$ cat src/rtl/core/spq_pkg.sv
// ----------------------------------------------------------------------------
// spq_pkg
// Shared types and constants for the sorted priority queue.
// ----------------------------------------------------------------------------
package spq_pkg;

  localparam int KEY_W     = 32;
  localparam int COUNT_W   = 5;
  localparam int SPQ_DEPTH = 16;

  typedef enum logic {
    OP_INSERT = 1'b0,
    OP_REMOVE = 1'b1
  } op_t;

  typedef struct packed {
    logic ins;
    logic rem;
  } shift_ctl_t;

endpackage

$ cat src/rtl/core/spq_cell.sv
// ----------------------------------------------------------------------------
// spq_cell
// One slot of the sorted row: holds a key and moves it with its neighbors.
// ----------------------------------------------------------------------------
module spq_cell
  import spq_pkg::*;
(
  input  logic                    clk,
  input  shift_ctl_t              ctl,
  input  logic signed [KEY_W-1:0] new_key,
  input  logic signed [KEY_W-1:0] left_key,
  input  logic                    left_gt,
  input  logic                    left_occ,
  input  logic signed [KEY_W-1:0] right_key,
  input  logic                    occ,
  output logic signed [KEY_W-1:0] key_r,
  output logic                    gt
);

  logic signed [KEY_W-1:0] key_nxt;
  logic                    take_new;

  assign gt       = occ && (key_r > new_key);
  assign take_new = !left_gt && (occ ? gt : left_occ);

  always_comb begin
    key_nxt = key_r;
    if (ctl.ins) begin
      if (left_gt) begin
        key_nxt = left_key;
      end else if (take_new) begin
        key_nxt = new_key;
      end
    end else if (ctl.rem) begin
      key_nxt = right_key;
    end
  end

  always_ff @(posedge clk) begin
    key_r <= key_nxt;
  end

endmodule

$ cat src/rtl/core/sorted_priority_queue_core.sv
// ----------------------------------------------------------------------------
// sorted_priority_queue_core
// Sorted priority queue of signed keys built as a row of shifting cells.
// ----------------------------------------------------------------------------
// A transaction is taken on every clock edge with start high; busy never
// rises, so one insert or remove can be issued in every cycle. Each
// transaction returns one result, strobed by out_valid for one cycle in the
// cycle after it was taken, showing the queue after that operation. The row
// of cells compares against the new key and shifts by one slot in a single
// step. The receiver cannot stall.
// ----------------------------------------------------------------------------
module sorted_priority_queue_core
  import spq_pkg::*;
#(
  parameter int DEPTH = SPQ_DEPTH
) (
  input  logic                    clk,
  input  logic                    rst_n,
  input  logic                    start,
  output logic                    busy,
  input  logic                    in_op,
  input  logic signed [KEY_W-1:0] in_key,
  output logic                    out_valid,
  output logic signed [KEY_W-1:0] out_front_key,
  output logic [COUNT_W-1:0]      out_count,
  output logic                    out_empty_res,
  output logic                    out_full_res,
  output logic                    out_rejected
);

  localparam int CNT_W = $clog2(DEPTH + 1);

  logic [CNT_W-1:0]         count_r, count_nxt;
  logic                     valid_r, rejected_r, rejected_nxt;
  logic                     accept, is_empty, is_full;
  op_t                      op;
  shift_ctl_t               ctl;
  logic signed [KEY_W-1:0]  cell_key [DEPTH];
  logic                     cell_gt  [DEPTH];
  logic                     cell_occ [DEPTH];
  logic [CNT_W+COUNT_W-1:0] count_ext;

  assign busy     = 1'b0;
  assign accept   = start && !busy;
  assign op       = op_t'(in_op);
  assign is_empty = (count_r == '0);
  assign is_full  = (count_r == CNT_W'(DEPTH));

  always_comb begin
    ctl          = '0;
    count_nxt    = count_r;
    rejected_nxt = 1'b0;
    if (accept) begin
      unique case (op)
        OP_INSERT: begin
          if (is_full) begin
            rejected_nxt = 1'b1;
          end else begin
            ctl.ins   = 1'b1;
            count_nxt = count_r + 1'b1;
          end
        end
        OP_REMOVE: begin
          if (is_empty) begin
            rejected_nxt = 1'b1;
          end else begin
            ctl.rem   = 1'b1;
            count_nxt = count_r - 1'b1;
          end
        end
        default: begin
          rejected_nxt = 1'b0;
        end
      endcase
    end
  end

  for (genvar i = 0; i < DEPTH; i++) begin : g_cell
    logic signed [KEY_W-1:0] left_key;
    logic signed [KEY_W-1:0] right_key;
    logic                    left_gt;
    logic                    left_occ;

    assign cell_occ[i] = (count_r > CNT_W'(i));

    if (i == 0) begin : g_first
      assign left_key = '0;
      assign left_gt  = 1'b0;
      assign left_occ = 1'b1;
    end else begin : g_inner
      assign left_key = cell_key[i-1];
      assign left_gt  = cell_gt[i-1];
      assign left_occ = cell_occ[i-1];
    end

    if (i == DEPTH - 1) begin : g_last
      assign right_key = cell_key[i];
    end else begin : g_mid
      assign right_key = cell_key[i+1];
    end

    spq_cell u_cell (
      .clk       (clk),
      .ctl       (ctl),
      .new_key   (in_key),
      .left_key  (left_key),
      .left_gt   (left_gt),
      .left_occ  (left_occ),
      .right_key (right_key),
      .occ       (cell_occ[i]),
      .key_r     (cell_key[i]),
      .gt        (cell_gt[i])
    );
  end

  always_ff @(posedge clk) begin
    if (!rst_n) begin
      count_r    <= '0;
      valid_r    <= 1'b0;
      rejected_r <= 1'b0;
    end else begin
      count_r    <= count_nxt;
      valid_r    <= accept;
      rejected_r <= rejected_nxt;
    end
  end

  assign count_ext     = {{COUNT_W{1'b0}}, count_r};
  assign out_valid     = valid_r;
  assign out_front_key = is_empty ? '0 : cell_key[0];
  assign out_count     = count_ext[COUNT_W-1:0];
  assign out_empty_res = is_empty;
  assign out_full_res  = is_full;
  assign out_rejected  = rejected_r;

  a_count_bound: assert property (@(posedge clk) disable iff (!rst_n)
    count_r <= CNT_W'(DEPTH))
    else $error("count exceeds depth");

  a_reject_edge: assert property (@(posedge clk) disable iff (!rst_n)
    (out_valid && out_rejected) |-> (is_empty || is_full))
    else $error("rejected transaction with queue neither empty nor full");

  a_count_step: assert property (@(posedge clk) disable iff (!rst_n)
    (valid_r && !rejected_r && $past(rst_n)) |-> (count_r != $past(count_r)))
    else $error("accepted transaction did not change count");

  a_idle_hold: assert property (@(posedge clk) disable iff (!rst_n)
    !start |=> $stable(count_r))
    else $error("count changed without a transaction");

endmodule
$ cat config.mk
export PLATFORM = sky130hd
export DESIGN_NAME = sorted_priority_queue_core
export DESIGN_NICKNAME = d
export VERILOG_FILES = /design/src/rtl/core/spq_pkg.sv /design/src/rtl/core/spq_cell.sv /design/src/rtl/core/sorted_priority_queue_core.sv
export SDC_FILE = /design/constraint.sdc
export NUM_CORES = 2
export LEC_CHECK = 0
export BUFFER_PORTS_ARGS = -buffer_cell sky130_fd_sc_hd__buf_2
export CAP_MARGIN = 0
export CORE_MARGIN = 1.5
export CORE_UTILIZATION = 40
export CTS_CLUSTER_DIAMETER = 40
export DETAILED_ROUTE_END_ITERATION = 6
export GPL_TIMING_DRIVEN = 0
export PLACE_DENSITY = 0.55
export SLEW_MARGIN = 20
export SYNTH_ARGS = -nofsm -noshare
export SYNTH_HDL_FRONTEND = slang
export SYNTH_SLANG_ARGS = --single-unit
$ cat constraint.sdc
create_clock -name clk -period 6 [get_ports clk]
set_clock_uncertainty 0.1 [all_clocks]
set_input_delay 1.2 -clock clk [delete_from_list [all_inputs] [get_ports clk]]
set_output_delay 1.2 -clock clk [all_outputs]
set_load 0.02 [all_outputs]
==> results by stage <==
Run status:
- The flow ran to the end, and the final reports show no timing, DRC or antenna violations.

Global route:
- The largest net degree at the start of global routing is 24.
- Across every metal layer, demand over resource in global routing totals 32.02%.
- The via count of the first global-routing pass came to 31970.
- The initial antenna violation count was 0.
- The aggregate global routing overflow is 0.
- The first global-routing pass estimated 223.3 mm of wire.

Power:
- The peak supply drop is 0.2305 mV.
- The static leakage is 17.83 nW.
- In this run the power density over the cells is 349.2 nW/µm².
- The overall power after layout is 15.75 mW.

Drt:
- Wire segments on met3 add up to 12.86 mm in the final route.
- The count of nets left with antenna violations once routing finished came out at 0.
- The vias per cell is 6.375.
- After detailed routing, the number of remaining DRC violations is 0.
- The final wirelength is 159.2 mm.
- The length of the first detailed-routing pass in iterations is 6.
- For this block, wires on met1 add up to 65.38 mm.
- Detailed routing inserted a total of 34040 vias.
- After the first detailed-routing iteration, the DRC count stood at 3948.
- Routed signal wires occupy layers up through met4.
- In the detailed route, the total length drawn on met2 is 72.01 mm.
- The average detailed-routed wire length per instance is 29.82 µm.

Worst setup path:
- The endpoint class of the critical path is a flop.
- For the worst setup path, the data required time is 6.29 ns.
- The cell that appears most often on the critical path is sky130_fd_sc_hd__buf_2.
- The biggest cell delay along the critical path is 0.96 ns.
- The signal on the critical path passes through clkbuf_1 > clkinvlp_2 > ha_1 > nand4_1 > nor4_1 > o41a_1 > o211ai_1 > buf_2 > buf_2 > a31oi_4 > buf_16.
- For this design, the slowest cell found on the critical path is sky130_fd_sc_hd__clkinvlp_2.
- Together, buffers and inverters on the worst path number 5.
- The setup path with the least slack is of type primary input to flop.
- STA puts the critical path data arrival time at 6.28 ns.
- The worst setup path is launched from a primary input.
- Among cell families on the critical path, the largest total delay comes from buffers and inverters.
- Of all nets on the critical path, the largest fanout is 17.

Timing:
- The worst-margin pin slew is 1.194 ns.
- The final hold slack is 0.4730 ns.
- The worst relative slew slack is 20.42%.
- The final critical path takes up 99.81% of the cycle.
- The total setup violations reported at the end of the flow is 0.
- The clock period minus worst slack is 5.988 ns.
- Derived from the worst setup path, the maximum achievable clock frequency is 167.0 MHz.
- The count of final hold-check violations was 0.
- Across all setup checks in the final design, the least slack found is 0.01154 ns.
- The max-slew violation total from the final report is 0.

Logic synthesis:
- sky130_fd_sc_hd__nand2_1 is the most common cell in the netlist.
- Counting every net in the synthesized netlist gives 4265.
- A synthesized cell averages 10.13 µm².
- Ranked by instance count, the synthesized netlist is headed by 580 x sky130_fd_sc_hd__nand2_1, 517 x sky130_fd_sc_hd__ha_1, 512 x sky130_fd_sc_hd__edfxtp_1.
- After synthesis, flip-flops and latches occupy 41.24% of the total area.
- The number of warning messages in the yosys log is 0.
- The most used flip-flop cell after synthesis is sky130_fd_sc_hd__edfxtp_1.
- After technology mapping, the gate count stands at 3712.
- The count of flip-flops with a built-in enable after synthesis is 512.
- The count of unique library cells instantiated by Yosys is 79.
- In this run the cell area of the synthesized design comes to 37620 µm².
- After synthesis, the cell types taking the most area are sky130_fd_sc_hd__edfxtp_1 41%, sky130_fd_sc_hd__ha_1 17%, sky130_fd_sc_hd__nand2_1 5.8%, sky130_fd_sc_hd__o211ai_1 3.5%, sky130_fd_sc_hd__a21oi_1 3.4%.
- Synthesis inferred 519 register bits.
- The cell type with the highest aggregate area in the netlist is sky130_fd_sc_hd__edfxtp_1.
- The area share of the largest cell type after synthesis is 40.87%.
- The async set-or-reset flop fraction in the synthesized netlist is 0%.

Placed design:
- The estimated wirelength of the detail-placed design is 119.8 mm.
- At the placement stage, the worst setup path has a slack of -1.290 ns.
- The global placer's final weighted congestion is 0.9980.
- The count of input and output buffers is 44.

CTS:
- The later pin in the worst-skew pair is clocked with a latency of 0.71 ns.
- In this run, CTS created clock tree buffers numbering 115.
- Clock-pin slew was measured on the worst setup and hold paths at 0.05 ns.
- The number of hold buffers added after cts is 0.
- The maximum buffer depth of the clock tree is 3.
- The clock tree from TritonCTS is done.
- The TritonCTS sink count is 519.
- The CTS root buffer is sky130_fd_sc_hd__clkbuf_16.
- The number of H-tree branching levels is 3.

Floorplanning:
- 78 I/O pins were placed.
- The total area inside the core boundary comes to 93190 µm².
- The number of placement rows is 112.
- The die width is 309.7 µm.
- The die is 309.7 µm tall.
- The floorplan die area is 95900 µm².
- The effective utilization at floorplan is 40.37%.

Layout:
- The area occupied by multi-input gates is 21070 µm².
- From synthesis to final layout, the design area changed by 19.91%.
- The final net count is 4534.
- Of the cells placed in the final design, the portion with a size suffix greater than 1 is 13.57%.
- Measured on the finished design, the core utilization comes to 48.40%.
- The final-layout fill cell count is 8781.
- Across the whole layout, storage elements account for 15510 µm².

Job:
- Across the run, the number of max-cap violations was 0.

Worst hold path:
- The path class of the tightest hold or removal check is flop to flop.
worst paths after layout:
kind / cells after the start / endpoint / slack, ns / startpoint
worst max-delay path: 11 / g_cell[13].u_cell.key_r[25] / 0.01 / in_key[17]
worst min-delay path: 1 / g_cell[2].u_cell.key_r[0] / 0.47 / g_cell[3].u_cell.key_r[0]
worst max register to register: 11 / g_cell[4].u_cell.key_r[30] / 1.14 / out_count[0]
worst min register to register: 1 / g_cell[2].u_cell.key_r[0] / 0.47 / g_cell[3].u_cell.key_r[0]
cell type report:
type,instances,share of cell area [%]
clock buffers,126,6.560
multi-input cells,2878,46.71
repair buffers,129,2.824
inverters,68,0.7572
clock inverters,94,2.621
repair inverters,23,0.3051
diodes,2,0.01110
plain buffers,247,2.341
well taps,1254,3.478
flip-flops and latches,519,34.39
registers in the layout, summed over array words and instances, names as in the netlist:
signal,flops
g_cell.u_cell.key_r,512
out_count,5
out_rejected,1
out_valid,1
metal layers:
layer | vias to the layer above | track usage (%)
li1 | 15110 | -
met1 | 16680 | 43.29
met2 | 1827 | 49.56
met3 | 427 | 4.850
met4 | 0 | 16.67
met5 | - | 0
report_power, final:
part,switching [mW],internal (mW)
clock,2.40,4.49
combinational,2.44,1.27
sequential,0.508,4.66
through the flow:
stage | std cells | TNS [ns] | area, µm²
floorplan | 3712 | 0 | 37620
global placement | 5010 | -1545.77 | 39410
detailed placement | 5032 | -367.33 | 40160
CTS | 5282 | 0 | 44560
global route | 5338 | -0.0007843 | 45100
finish | 5340 | 0 | 45110
cell usage in the layout, fill, tap and decap left out, types with 19 or more instances in the layout:
cell type / instances
sky130_fd_sc_hd__a221o_1: 75
sky130_fd_sc_hd__inv_1: 43
sky130_fd_sc_hd__bufinv_16: 21
sky130_fd_sc_hd__mux2i_1: 99
sky130_fd_sc_hd__o221ai_2: 31
sky130_fd_sc_hd__o221ai_1: 100
sky130_fd_sc_hd__buf_2: 98
sky130_fd_sc_hd__nor2b_1: 49
sky130_fd_sc_hd__clkinvlp_4: 51
sky130_fd_sc_hd__clkinv_2: 22
sky130_fd_sc_hd__and2_1: 68
sky130_fd_sc_hd__o211ai_1: 175
sky130_fd_sc_hd__o21ai_0: 118
sky130_fd_sc_hd__clkbuf_16: 115
sky130_fd_sc_hd__nand3_1: 234
sky130_fd_sc_hd__buf_4: 63
sky130_fd_sc_hd__mux2_2: 29
sky130_fd_sc_hd__nand4b_1: 32
sky130_fd_sc_hd__buf_1: 19
sky130_fd_sc_hd__nor2_1: 91
sky130_fd_sc_hd__a21oi_1: 248
sky130_fd_sc_hd__ha_1: 517
sky130_fd_sc_hd__a21o_1: 41
sky130_fd_sc_hd__nand4_1: 135
sky130_fd_sc_hd__edfxtp_1: 512
sky130_fd_sc_hd__nand2_1: 580
sky130_fd_sc_hd__clkbuf_1: 168
cell families (layout without fill, tap and decap cells):
family,after synthesis,after routing,synth area share [%]
AOI/OAI and AO/OA,925,925,17.62
xor gates and xnor gates,4,4,0.09314
adders and majority gates,517,517,17.19
buffers and inverters,315,687,3.469
DFF,519,519,41.24
muxes,133,133,3.649
other,1,3,0.009968
and+or+nand+nor,1298,1298,16.73
timing repair:
| action | 4_1_cts | 5_1_grt |
|---|---|---|
| pin swaps | 0 | 1 |
| endpoints found under the hold margin | 0 | 0 |
| resized for setup | 12 | 31 |
| gates cloned | 8 | 15 |
| setup endpoints to repair | 181 | 222 |
| setup buffers | 22 | 41 |
No activity file was read; power rests on OpenSTA's default activity.
